[config.mk]
export PLATFORM = sky130hd
export DESIGN_NAME = deadline_ordered_timer_queue_core_flat
export DESIGN_NICKNAME = d
export VERILOG_FILES = /design/src/hdl/dotq_pkg.sv /design/src/hdl/dotq_cmd_if.sv /design/src/hdl/dotq_res_if.sv /design/src/hdl/deadline_ordered_timer_queue_core.sv /design/src/flat_wrapper.sv
export VERILOG_INCLUDE_DIRS = /design/src /design/src/hdl
export SDC_FILE = /design/constraint.sdc
export NUM_CORES = 2
export LEC_CHECK = 0
export ABC_AREA = 0
export BUFFER_PORTS_ARGS = -buffer_cell sky130_fd_sc_hd__buf_4
export CAP_MARGIN = 25
export CORE_ASPECT_RATIO = 0.75
export CORE_MARGIN = 2
export CORE_UTILIZATION = 50
export CTS_CLUSTER_SIZE = 30
export DETAILED_ROUTE_END_ITERATION = 8
export PLACE_DENSITY = 0.77
export RECOVER_POWER = 50
export SLEW_MARGIN = 20
export SYNTH_ARGS = -nofsm -noshare
export SYNTH_HDL_FRONTEND = slang
export SYNTH_SLANG_ARGS = --single-unit
[constraint.sdc]
create_clock -name clk -period 11.1 [get_ports clk]
set_input_delay 1.665 -clock clk [delete_from_list [all_inputs] [get_ports clk]]
set_output_delay 1.665 -clock clk [all_outputs]
set_load 0.01 [all_outputs]
[src/hdl/assert_macros.svh]
// Assertion macros used by the RTL of the timer queue.
`ifndef ASSERT_MACROS_SVH
`define ASSERT_MACROS_SVH

`ifndef NO_ASSERTIONS

// Same-cycle implication, disabled during reset
`define ASSERT_IMPL(label, clk, rst_n, ante, cons) \
    label: assert property (@(posedge clk) disable iff (!rst_n) (ante) |-> (cons)) \
        else $error("assertion failed: same-cycle implication");

// Next-cycle implication, disabled during reset
`define ASSERT_NEXT(label, clk, rst_n, ante, cons) \
    label: assert property (@(posedge clk) disable iff (!rst_n) (ante) |=> (cons)) \
        else $error("assertion failed: next-cycle implication");

`else

`define ASSERT_IMPL(label, clk, rst_n, ante, cons)
`define ASSERT_NEXT(label, clk, rst_n, ante, cons)

`endif

`endif

[src/hdl/dotq_pkg.sv]
// Types and constants of the deadline-ordered timer queue.
`default_nettype none

package dotq_pkg;

    // Queue sizing
    localparam int CAPACITY = 16;
    localparam int MAX_FIRE = 16;
    localparam int CNT_W    = $clog2(CAPACITY + 1);
    localparam int PTR_W    = $clog2(CAPACITY);
    localparam int FIRE_W   = $clog2(MAX_FIRE + 1);

    // Field widths
    localparam int TIME_W   = 32;
    localparam int ID_W     = 16;
    localparam int HANDLE_W = 16;
    localparam int TOPIC_W  = 8;
    localparam int DELAY_W  = 24;

    typedef enum logic [1:0] {
        ACT_SCHEDULE = 2'd0,
        ACT_CANCEL   = 2'd1,
        ACT_TICK     = 2'd2,
        ACT_CLEAR    = 2'd3
    } action_t;

    typedef enum logic [2:0] {
        KIND_ACCEPTED = 3'd0,
        KIND_FULL     = 3'd1,
        KIND_CANCEL   = 3'd2,
        KIND_CLEARED  = 3'd3,
        KIND_FIRED    = 3'd4,
        KIND_NONE     = 3'd5
    } kind_t;

    // One stored timer entry
    typedef struct packed {
        logic [TIME_W-1:0]   deadline;
        logic [ID_W-1:0]     id;
        logic [HANDLE_W-1:0] handle;
        logic [TOPIC_W-1:0]  topic;
    } entry_t;

    // One result beat
    typedef struct packed {
        kind_t               kind;
        logic [ID_W-1:0]     result_id;
        logic [HANDLE_W-1:0] fired_handle;
        logic [TOPIC_W-1:0]  fired_topic;
        logic                found;
        logic                last;
    } result_t;

endpackage

`default_nettype wire

[src/hdl/dotq_cmd_if.sv]
// Command channel of the timer queue: valid/ready plus one action beat.
`default_nettype none

interface dotq_cmd_if;
    import dotq_pkg::*;

    logic                valid;
    logic                ready;
    action_t             action;
    logic [HANDLE_W-1:0] event_handle;
    logic [TOPIC_W-1:0]  topic;
    logic [DELAY_W-1:0]  delay;
    logic [ID_W-1:0]     target_id;

    modport source (
        output valid, action, event_handle, topic, delay, target_id,
        input  ready
    );

    modport sink (
        input  valid, action, event_handle, topic, delay, target_id,
        output ready
    );
endinterface

`default_nettype wire

[src/hdl/dotq_res_if.sv]
// Result channel of the timer queue: valid/ready plus one result beat.
`default_nettype none

interface dotq_res_if;
    import dotq_pkg::*;

    logic                valid;
    logic                ready;
    kind_t               kind;
    logic [ID_W-1:0]     result_id;
    logic [HANDLE_W-1:0] fired_handle;
    logic [TOPIC_W-1:0]  fired_topic;
    logic                found;
    logic                last;

    modport source (
        output valid, kind, result_id, fired_handle, fired_topic, found, last,
        input  ready
    );

    modport sink (
        input  valid, kind, result_id, fired_handle, fired_topic, found, last,
        output ready
    );
endinterface

`default_nettype wire

[src/hdl/deadline_ordered_timer_queue_core.sv]
// One command at a time: schedule scans for the insert place, opens a gap and writes the entry,
// or answers full at once; cancel scans for the id and closes the hole, or answers on a miss;
// clear answers at once; tick pops due entries from the front, at most sixteen, a beat each.
// The next command is taken the cycle after the final result is loaded; the ring store (one
// read, one write a cycle) walked by the sequencer bounds these sequences.
// Reset (async, active low) clears all sequencer and output registers, not the ring store.
`default_nettype none
`include "assert_macros.svh"

module deadline_ordered_timer_queue_core (
    input  logic          clk,
    input  logic          rst_n,
    dotq_cmd_if.sink      cmd,
    dotq_res_if.source    evt
);
    import dotq_pkg::*;

    typedef enum logic [3:0] {
        S_IDLE,
        S_SRCH,
        S_SHUP,
        S_INS,
        S_SHDN,
        S_T_RD,
        S_T_CHK,
        S_T_END,
        S_DONE
    } state_t;

    // Wrap-safe "a strictly before b"
    function automatic logic earlier(input logic [TIME_W-1:0] a,
                                     input logic [TIME_W-1:0] b);
        logic [TIME_W-1:0] d;
        d = a - b;
        return d[TIME_W-1];
    endfunction

    // Ring address of logical slot off from base
    function automatic logic [PTR_W-1:0] phys(input logic [PTR_W-1:0] base,
                                              input logic [CNT_W-1:0] off);
        logic [CNT_W:0] sum;
        sum = (CNT_W+1)'(base) + (CNT_W+1)'(off);
        if (sum >= (CNT_W+1)'(CAPACITY))
        begin
            sum = sum - (CNT_W+1)'(CAPACITY);
        end
        return sum[PTR_W-1:0];
    endfunction

    function automatic result_t mk_res(input kind_t k, input logic [ID_W-1:0] id,
                                       input logic [HANDLE_W-1:0] h,
                                       input logic [TOPIC_W-1:0] t,
                                       input logic f, input logic l);
        result_t r;
        r.kind         = k;
        r.result_id    = id;
        r.fired_handle = h;
        r.fired_topic  = t;
        r.found        = f;
        r.last         = l;
        return r;
    endfunction

    // Ring store
    entry_t mem [CAPACITY];
    entry_t rd_data_reg;

    logic             rd_en;
    logic [PTR_W-1:0] rd_addr;
    logic             wr_en;
    logic [PTR_W-1:0] wr_addr;
    entry_t           wr_data;

    // Sequencer state
    state_t              state_reg,   state_next;
    action_t             op_reg,      op_next;
    logic [TIME_W-1:0]   now_reg,     now_next;
    logic [ID_W-1:0]     next_id_reg, next_id_next;
    logic [CNT_W-1:0]    cnt_reg,     cnt_next;
    logic [PTR_W-1:0]    head_reg,    head_next;
    logic [TIME_W-1:0]   dl_reg,      dl_next;
    logic [ID_W-1:0]     tgt_reg,     tgt_next;
    logic [HANDLE_W-1:0] hnd_reg,     hnd_next;
    logic [TOPIC_W-1:0]  top_reg,     top_next;
    logic [CNT_W-1:0]    idx_reg,     idx_next;
    logic                cmp_v_reg,   cmp_v_next;
    logic [CNT_W-1:0]    cmp_idx_reg, cmp_idx_next;
    logic [CNT_W-1:0]    pos_reg,     pos_next;
    logic                wr_v_reg,    wr_v_next;
    logic [CNT_W-1:0]    wr_idx_reg,  wr_idx_next;
    logic [FIRE_W-1:0]   fire_n_reg,  fire_n_next;
    logic                pend_v_reg,  pend_v_next;
    entry_t              pend_reg,    pend_next;
    result_t             res_reg,     res_next;
    logic                out_v_reg,   out_v_next;
    result_t             out_reg,     out_next;

    logic out_free;
    logic hit;
    logic due;

    assign out_free = !out_v_reg || evt.ready;
    assign due      = !earlier(now_reg, rd_data_reg.deadline);

    // Compare unit: insert place for schedule, id match for cancel
    assign hit = cmp_v_reg &&
                 ((op_reg == ACT_SCHEDULE) ? earlier(dl_reg, rd_data_reg.deadline)
                                           : (rd_data_reg.id == tgt_reg));

    // Port drive
    assign cmd.ready        = (state_reg == S_IDLE);
    assign evt.valid        = out_v_reg;
    assign evt.kind         = out_reg.kind;
    assign evt.result_id    = out_reg.result_id;
    assign evt.fired_handle = out_reg.fired_handle;
    assign evt.fired_topic  = out_reg.fired_topic;
    assign evt.found        = out_reg.found;
    assign evt.last         = out_reg.last;

    // Next-state logic
    always_comb
    begin
        state_next   = state_reg;
        op_next      = op_reg;
        now_next     = now_reg;
        next_id_next = next_id_reg;
        cnt_next     = cnt_reg;
        head_next    = head_reg;
        dl_next      = dl_reg;
        tgt_next     = tgt_reg;
        hnd_next     = hnd_reg;
        top_next     = top_reg;
        idx_next     = idx_reg;
        cmp_v_next   = cmp_v_reg;
        cmp_idx_next = cmp_idx_reg;
        pos_next     = pos_reg;
        wr_v_next    = wr_v_reg;
        wr_idx_next  = wr_idx_reg;
        fire_n_next  = fire_n_reg;
        pend_v_next  = pend_v_reg;
        pend_next    = pend_reg;
        res_next     = res_reg;
        out_v_next   = out_v_reg && !evt.ready;
        out_next     = out_reg;

        rd_en   = 1'b0;
        rd_addr = head_reg;
        wr_en   = 1'b0;
        wr_addr = head_reg;
        wr_data = rd_data_reg;

        case (state_reg)
            S_IDLE:
            begin
                if (cmd.valid)
                begin
                    op_next    = cmd.action;
                    idx_next   = '0;
                    cmp_v_next = 1'b0;
                    case (cmd.action)
                        ACT_SCHEDULE:
                        begin
                            if (cnt_reg >= CNT_W'(CAPACITY))
                            begin
                                res_next   = mk_res(KIND_FULL, '0, '0, '0, 1'b0, 1'b1);
                                state_next = S_DONE;
                            end
                            else
                            begin
                                dl_next    = now_reg + TIME_W'(cmd.delay);
                                hnd_next   = cmd.event_handle;
                                top_next   = cmd.topic;
                                state_next = S_SRCH;
                            end
                        end
                        ACT_CANCEL:
                        begin
                            tgt_next   = cmd.target_id;
                            state_next = S_SRCH;
                        end
                        ACT_TICK:
                        begin
                            now_next    = now_reg + 1'b1;
                            fire_n_next = '0;
                            pend_v_next = 1'b0;
                            state_next  = S_T_RD;
                        end
                        ACT_CLEAR:
                        begin
                            cnt_next   = '0;
                            res_next   = mk_res(KIND_CLEARED, '0, '0, '0, 1'b0, 1'b1);
                            state_next = S_DONE;
                        end
                        default:
                        begin
                            state_next = S_IDLE;
                        end
                    endcase
                end
            end

            // Forward scan, one entry a cycle; the compare uses the registered read data
            S_SRCH:
            begin
                if (hit || (idx_reg == cnt_reg))
                begin
                    pos_next   = hit ? cmp_idx_reg : cnt_reg;
                    cmp_v_next = 1'b0;
                    wr_v_next  = 1'b0;
                    if (op_reg == ACT_SCHEDULE)
                    begin
                        idx_next   = cnt_reg;
                        state_next = S_SHUP;
                    end
                    else if (!hit)
                    begin
                        res_next   = mk_res(KIND_CANCEL, '0, '0, '0, 1'b0, 1'b1);
                        state_next = S_DONE;
                    end
                    else
                    begin
                        idx_next   = CNT_W'(cmp_idx_reg + 1'b1);
                        state_next = S_SHDN;
                    end
                end
                else
                begin
                    rd_en        = 1'b1;
                    rd_addr      = phys(head_reg, idx_reg);
                    cmp_v_next   = 1'b1;
                    cmp_idx_next = idx_reg;
                    idx_next     = CNT_W'(idx_reg + 1'b1);
                end
            end

            // Open a gap: move entries up by one, from the tail down to the insert place
            S_SHUP:
            begin
                if (wr_v_reg)
                begin
                    wr_en   = 1'b1;
                    wr_addr = phys(head_reg, wr_idx_reg);
                    wr_data = rd_data_reg;
                end
                if (idx_reg > pos_reg)
                begin
                    rd_en       = 1'b1;
                    rd_addr     = phys(head_reg, CNT_W'(idx_reg - 1'b1));
                    wr_v_next   = 1'b1;
                    wr_idx_next = idx_reg;
                    idx_next    = CNT_W'(idx_reg - 1'b1);
                end
                else
                begin
                    wr_v_next  = 1'b0;
                    state_next = S_INS;
                end
            end

            // Drop the new entry into the gap
            S_INS:
            begin
                wr_en            = 1'b1;
                wr_addr          = phys(head_reg, pos_reg);
                wr_data.deadline = dl_reg;
                wr_data.id       = next_id_reg;
                wr_data.handle   = hnd_reg;
                wr_data.topic    = top_reg;
                cnt_next         = CNT_W'(cnt_reg + 1'b1);
                next_id_next     = next_id_reg + 1'b1;
                res_next         = mk_res(KIND_ACCEPTED, next_id_reg, '0, '0, 1'b0, 1'b1);
                state_next       = S_DONE;
            end

            // Close the hole: move entries down by one above the cancelled place
            S_SHDN:
            begin
                if (wr_v_reg)
                begin
                    wr_en   = 1'b1;
                    wr_addr = phys(head_reg, wr_idx_reg);
                    wr_data = rd_data_reg;
                end
                if (idx_reg < cnt_reg)
                begin
                    rd_en       = 1'b1;
                    rd_addr     = phys(head_reg, idx_reg);
                    wr_v_next   = 1'b1;
                    wr_idx_next = CNT_W'(idx_reg - 1'b1);
                    idx_next    = CNT_W'(idx_reg + 1'b1);
                end
                else
                begin
                    wr_v_next  = 1'b0;
                    cnt_next   = CNT_W'(cnt_reg - 1'b1);
                    res_next   = mk_res(KIND_CANCEL, '0, '0, '0, 1'b1, 1'b1);
                    state_next = S_DONE;
                end
            end

            // Tick: read the front entry
            S_T_RD:
            begin
                if ((cnt_reg != '0) && (fire_n_reg != FIRE_W'(MAX_FIRE)))
                begin
                    rd_en      = 1'b1;
                    rd_addr    = head_reg;
                    state_next = S_T_CHK;
                end
                else
                begin
                    state_next = S_T_END;
                end
            end

            // Tick: pop a due front entry; the previous one goes out with last clear
            S_T_CHK:
            begin
                if (!due)
                begin
                    state_next = S_T_END;
                end
                else if (!pend_v_reg || out_free)
                begin
                    if (pend_v_reg)
                    begin
                        out_next   = mk_res(KIND_FIRED, pend_reg.id, pend_reg.handle,
                                            pend_reg.topic, 1'b0, 1'b0);
                        out_v_next = 1'b1;
                    end
                    pend_next   = rd_data_reg;
                    pend_v_next = 1'b1;
                    head_next   = phys(head_reg, CNT_W'(1));
                    cnt_next    = CNT_W'(cnt_reg - 1'b1);
                    fire_n_next = FIRE_W'(fire_n_reg + 1'b1);
                    state_next  = S_T_RD;
                end
            end

            // Tick: final beat is the held entry or nothing due
            S_T_END:
            begin
                if (pend_v_reg)
                begin
                    res_next = mk_res(KIND_FIRED, pend_reg.id, pend_reg.handle,
                                      pend_reg.topic, 1'b0, 1'b1);
                end
                else
                begin
                    res_next = mk_res(KIND_NONE, '0, '0, '0, 1'b0, 1'b1);
                end
                pend_v_next = 1'b0;
                state_next  = S_DONE;
            end

            // Hand the final beat to the output register
            S_DONE:
            begin
                if (out_free)
                begin
                    out_next   = res_reg;
                    out_v_next = 1'b1;
                    state_next = S_IDLE;
                end
            end

            default:
            begin
                state_next = S_IDLE;
            end
        endcase
    end

    // Store port: one write and one registered read a cycle
    always_ff @(posedge clk)
    begin
        if (wr_en)
        begin
            mem[wr_addr] <= wr_data;
        end
        if (rd_en)
        begin
            rd_data_reg <= mem[rd_addr];
        end
    end

    // Sequencer and output registers
    always_ff @(posedge clk or negedge rst_n)
    begin
        if (!rst_n)
        begin
            state_reg   <= S_IDLE;
            op_reg      <= ACT_SCHEDULE;
            now_reg     <= '0;
            next_id_reg <= '0;
            cnt_reg     <= '0;
            head_reg    <= '0;
            dl_reg      <= '0;
            tgt_reg     <= '0;
            hnd_reg     <= '0;
            top_reg     <= '0;
            idx_reg     <= '0;
            cmp_v_reg   <= 1'b0;
            cmp_idx_reg <= '0;
            pos_reg     <= '0;
            wr_v_reg    <= 1'b0;
            wr_idx_reg  <= '0;
            fire_n_reg  <= '0;
            pend_v_reg  <= 1'b0;
            pend_reg    <= '0;
            res_reg     <= '0;
            out_v_reg   <= 1'b0;
            out_reg     <= '0;
        end
        else
        begin
            state_reg   <= state_next;
            op_reg      <= op_next;
            now_reg     <= now_next;
            next_id_reg <= next_id_next;
            cnt_reg     <= cnt_next;
            head_reg    <= head_next;
            dl_reg      <= dl_next;
            tgt_reg     <= tgt_next;
            hnd_reg     <= hnd_next;
            top_reg     <= top_next;
            idx_reg     <= idx_next;
            cmp_v_reg   <= cmp_v_next;
            cmp_idx_reg <= cmp_idx_next;
            pos_reg     <= pos_next;
            wr_v_reg    <= wr_v_next;
            wr_idx_reg  <= wr_idx_next;
            fire_n_reg  <= fire_n_next;
            pend_v_reg  <= pend_v_next;
            pend_reg    <= pend_next;
            res_reg     <= res_next;
            out_v_reg   <= out_v_next;
            out_reg     <= out_next;
        end
    end

    // Checks
    `ASSERT_IMPL(a_cnt_bound, clk, rst_n, 1'b1, cnt_reg <= CNT_W'(CAPACITY))
    `ASSERT_IMPL(a_idle_no_pend, clk, rst_n, state_reg == S_IDLE, !pend_v_reg)
    `ASSERT_NEXT(a_id_step, clk, rst_n, state_reg == S_INS, next_id_reg == ID_W'($past(next_id_reg) + 1'b1))
    `ASSERT_IMPL(a_no_rw_clash, clk, rst_n, rd_en && wr_en, rd_addr != wr_addr)

endmodule

`default_nettype wire
[src/flat_wrapper.sv]
// flat-port wrapper written by rule: the top's interface ports become plain ports
module deadline_ordered_timer_queue_core_flat import dotq_pkg::*;
  (clk, rst_n, cmd_valid, cmd_action, cmd_event_handle, cmd_topic, cmd_delay, cmd_target_id, cmd_ready, evt_valid, evt_kind, evt_result_id, evt_fired_handle, evt_fired_topic, evt_found, evt_last, evt_ready);
  dotq_cmd_if cmd_i ();
  dotq_res_if evt_i ();
  input  logic clk;
  input  logic rst_n;
  input wire logic [$bits(cmd_i.valid)-1:0] cmd_valid;
  input wire logic [$bits(cmd_i.action)-1:0] cmd_action;
  input wire logic [$bits(cmd_i.event_handle)-1:0] cmd_event_handle;
  input wire logic [$bits(cmd_i.topic)-1:0] cmd_topic;
  input wire logic [$bits(cmd_i.delay)-1:0] cmd_delay;
  input wire logic [$bits(cmd_i.target_id)-1:0] cmd_target_id;
  output wire logic [$bits(cmd_i.ready)-1:0] cmd_ready;
  output wire logic [$bits(evt_i.valid)-1:0] evt_valid;
  output wire logic [$bits(evt_i.kind)-1:0] evt_kind;
  output wire logic [$bits(evt_i.result_id)-1:0] evt_result_id;
  output wire logic [$bits(evt_i.fired_handle)-1:0] evt_fired_handle;
  output wire logic [$bits(evt_i.fired_topic)-1:0] evt_fired_topic;
  output wire logic [$bits(evt_i.found)-1:0] evt_found;
  output wire logic [$bits(evt_i.last)-1:0] evt_last;
  input wire logic [$bits(evt_i.ready)-1:0] evt_ready;
  assign cmd_i.valid = cmd_valid;
  assign cmd_i.action = cmd_action;
  assign cmd_i.event_handle = cmd_event_handle;
  assign cmd_i.topic = cmd_topic;
  assign cmd_i.delay = cmd_delay;
  assign cmd_i.target_id = cmd_target_id;
  assign cmd_ready = cmd_i.ready;
  assign evt_valid = evt_i.valid;
  assign evt_kind = evt_i.kind;
  assign evt_result_id = evt_i.result_id;
  assign evt_fired_handle = evt_i.fired_handle;
  assign evt_fired_topic = evt_i.fired_topic;
  assign evt_found = evt_i.found;
  assign evt_last = evt_i.last;
  assign evt_i.ready = evt_ready;
  deadline_ordered_timer_queue_core u_core (.clk(clk), .rst_n(rst_n), .cmd(cmd_i), .evt(evt_i));
endmodule
==> results.yml <==
route:
  initialDrtViolationCount: 4498
  drc: 0
  drtPass1Iterations: 8
  post_drt_wl_per_cell_um: 24.8
  vias: 37500
  drt-vias-per-instance: 5.98
  totalWireLength_mm: 155
  drtAntennaViolNets: 0
synth:
  synth_area_sq_um: 63800
  async_flop_share: 0.193
  synth_adder_area_share: 0.0260
  syn_inst: 4317
  synth-seq-area-share: 0.691
  synth-seq-cells: 1517
  synth_edf_count: 1224
  synth.distinct_cells: 74
  synth_xor_area_frac: 0.0161
  synth-compound-area-share: 0.0645
  ys.flop_type: "edfxtp_1"
  avgSynthCellArea_sq_um: 14.8
  synth_top_family_by_area: "multiplexers"
  synth-simple-area-share: 0.0577
  syn-num-nets: 4516
  yosysWarningCount: 0
  synthMuxAreaShare: 0.126
global_routing:
  grt_pass1_wl_mm: 231
  grt_max_degree: 135
  met3_usage: 0.0516
  grt_pass1_vias: 37000
  use_met1: 0.331
  grt.total_usage: 0.235
  top_usage_layer: "met2"
  antenna_found_initial: 5
  overflow: 0
  use_met2: 0.366
die:
  io_pins: 117
  fp.dieH_um: 313
  core-area_sq_um: 127000
  fp.dieArea_sq_um: 131000
  initial_core_util: 0.504
  die_w_um: 417
  core.rowCount: 113
setup_path:
  max_stage_delay_ps: 2550
  crit_family: "buffers and inverters"
  crit_buf_inv: 3
  cp.arrival_ps: 7900
  end_kind: "register"
  r2r_start: "u_core.state_reg[1]$_DFFE_PN0P_"
  reg2reg_depth: 9
  crit_chain: "nand2_1 > nor3_1 > clkbuf_1 > a21oi_1 > xnor2_1 > nand2_1 > nor2_4 > buf_4 > buf_4"
  worstPathMaxFanout: 67
  timing.rr.end: "u_core.mem[15][0]$_DFFE_PP_"
  slowest_stage: "clkbuf_1"
  path_class: "register to register"
  startpoint_type: "register"
  required_ps: 11480
  reg2reg_slack_ps: 3580
clocking:
  path_clk_slew_ps: 60
  clkSinkCount: 1517
  clock-root-buffer: "clkbuf_16"
  cts_buffers: 146
  cts_setup_buffers: 0
  cts_tree: "yes"
  clk_latency_ps: 780
  htreeDepth: 4
  clockBufferDepth: 3
  cts_hold_buffers: 0
  cts_resized: 0
finish:
  final_cell_mix: "edfxtp_1 (1224), mux2i_1 (699), nand2_1 (413)"
  fill_cells: 9678
  area_growth_pct: 11.5
  final_area_sq_um: 71200
  drive_above_1_share: 0.0991
  final_common_cell: "edfxtp_1"
  final_nets: 4670
  largest_reg_flops: 1152
power_and_ir_drop:
  power.density_nw_per_um2: 287
  p_total_mw: 20.4
  peakVddDrop_uv: 440
  p_leak_nw: 28.8
timing:
  fin_crit_ps: 7520
  hold_violations: 0
  fmaxAchievable_mhz: 133
  skew_ps: 35.0
  tns_ps: 0
  drv_slew: 333
  tightest_slew_ps: 5700
  setup_viol: 0
  relSlewSlack: -2.80
  fin_crit_sh: 0.677
  rsz0062_at_grt: "no"
hold_path:
  worstHoldPathCells: 1
  worstHoldPathType: "register to register"
  hold_start: "u_core.next_id_reg[3]$_DFFE_PN0P_"
  hold_end: "u_core.next_id_reg[3]$_DFFE_PN0P_"
placement:
  gp_congestion: 0.888
  placed_area_sq_um: 66900
  port_buffers: 116
  dp_hpwl_mm: 85.3
job:
  maxCapViolations: 7
run_status:
  violations: "max-capacitance violations, max-slew violations"
  outcome: "complete, but fails checks"
## routing by layer
layer	vias to the layer above	routed length (um)
li1	16600	-
met3	254	15000
met5	-	269
met2	1857	71900
met1	18800	64200
met4	4	3640
## synth_stat cells (6+ instances only)
cell | n | share of area
edfxtp_1 | 1224 | 0.58
mux2i_1 | 699 | 0.11
nand2_1 | 415 | 0.024
nor2_1 | 304 | 0.018
dfrtp_1 | 293 | 0.11
o21ai_0 | 157 | 0.012
a22oi_1 | 144 | 0.017
ha_1 | 123 | 0.024
clkbuf_1 | 107 | 0.0063
mux2_2 | 90 | 0.016
inv_1 | 82 | 0.0048
buf_2 | 80 | 0.0063
xnor2_1 | 75 | 0.010
o32ai_1 | 73 | 0.010
a21oi_1 | 66 | 0.0052
xor2_1 | 42 | 0.0058
nand3_1 | 41 | 0.0032
a21o_1 | 35 | 0.0041
nand4_1 | 26 | 0.0025
a22o_1 | 24 | 0.0033
nor3_1 | 20 | 0.0016
and3_1 | 16 | 0.0016
a222oi_1 | 15 | 0.0024
nor2b_1 | 13 | 0.0013
nand2b_1 | 11 | 0.0011
and2_1 | 10 | 0.00098
buf_1 | 10 | 0.00059
o31ai_1 | 10 | 0.0012
a31oi_1 | 8 | 0.00078
o21a_1 | 7 | 0.00082
buf_6 | 6 | 0.0011
fa_1 | 6 | 0.0019
## layout make-up
class	instances	area (sq um)	area share
multi-input combinational	2512	18800	0.264
clock buffer	193	3920	0.0551
tap	1667	2090	0.0293
sequential	1517	44100	0.619
inverter	82	308	0.00432
antenna	3	7.51	0.000105
clock inverter	75	634	0.00891
timing repair buffer	212	1380	0.0194
## power breakdown
part | leakage, nW | total, mW | switching, mW | internal [mW]
sequential | 14.9 | 8.11 | 0.423 | 7.69
clock | 2.22 | 4.78 | 2.10 | 2.68
combinational | 11.7 | 7.52 | 4.76 | 2.76
total | 28.8 | 20.4 | 7.28 | 13.1
## logic make-up (layout without fill, tap and decap cells)
logic type | Yosys count | after routing
AOI/OAI and AO/OA | 595 | 595
adders and majority gates | 129 | 129
xor gates and xnor gates | 117 | 117
DFF | 1517 | 1517
buffers and inverters | 288 | 562
and+or+nand+nor | 881 | 881
other | 0 | 3
muxes | 790 | 790
## worst max-delay path by stage
| stage | start | slack, ps | depth (start not counted) | endpoint |
|---|---|---|---|---|
| 6_report | u_core.state_reg[1]$_DFFE_PN0P_ | 3580 | 9 | u_core.mem[15][0]$_DFFE_PP_ |
| 5_1_grt | rst_n | 3050 | 4 | u_core.hnd_reg[5]$_DFFE_PN0P_ |
| 4_1_cts | u_core.dl_reg[20]$_DFFE_PN0P_ | 5070 | 16 | u_core.rd_data_reg[48]$_DFFE_PP_ |
| 3_5_place_dp | u_core.dl_reg[21]$_DFFE_PN0P_ | 5130 | 16 | u_core.rd_data_reg[18]$_DFFE_PP_ |
| 3_3_place_gp | u_core.dl_reg[20]$_DFFE_PN0P_ | 5310 | 16 | u_core.rd_data_reg[66]$_DFFE_PP_ |
| 2_1_floorplan | u_core.fire_n_reg[0]$_DFFE_PN0P_ | 1180 | 4 | u_core.rd_data_reg[0]$_DFFE_PP_ |
## per-stage QoR
stage | setup slack, ps | cells | hold slack [ps] | utilization
floorplan | 1180 | 4317 | 434 | -
global placement | 5310 | 5987 | 449 | 0.528
detailed placement | 5130 | 5987 | 463 | 0.528
CTS | 5070 | 6255 | 473 | 0.564
global route | 3050 | 6260 | 489 | 0.562
finish | 3580 | 6261 | 474 | 0.562
Note: power is estimated with default switching activity, not from simulation.
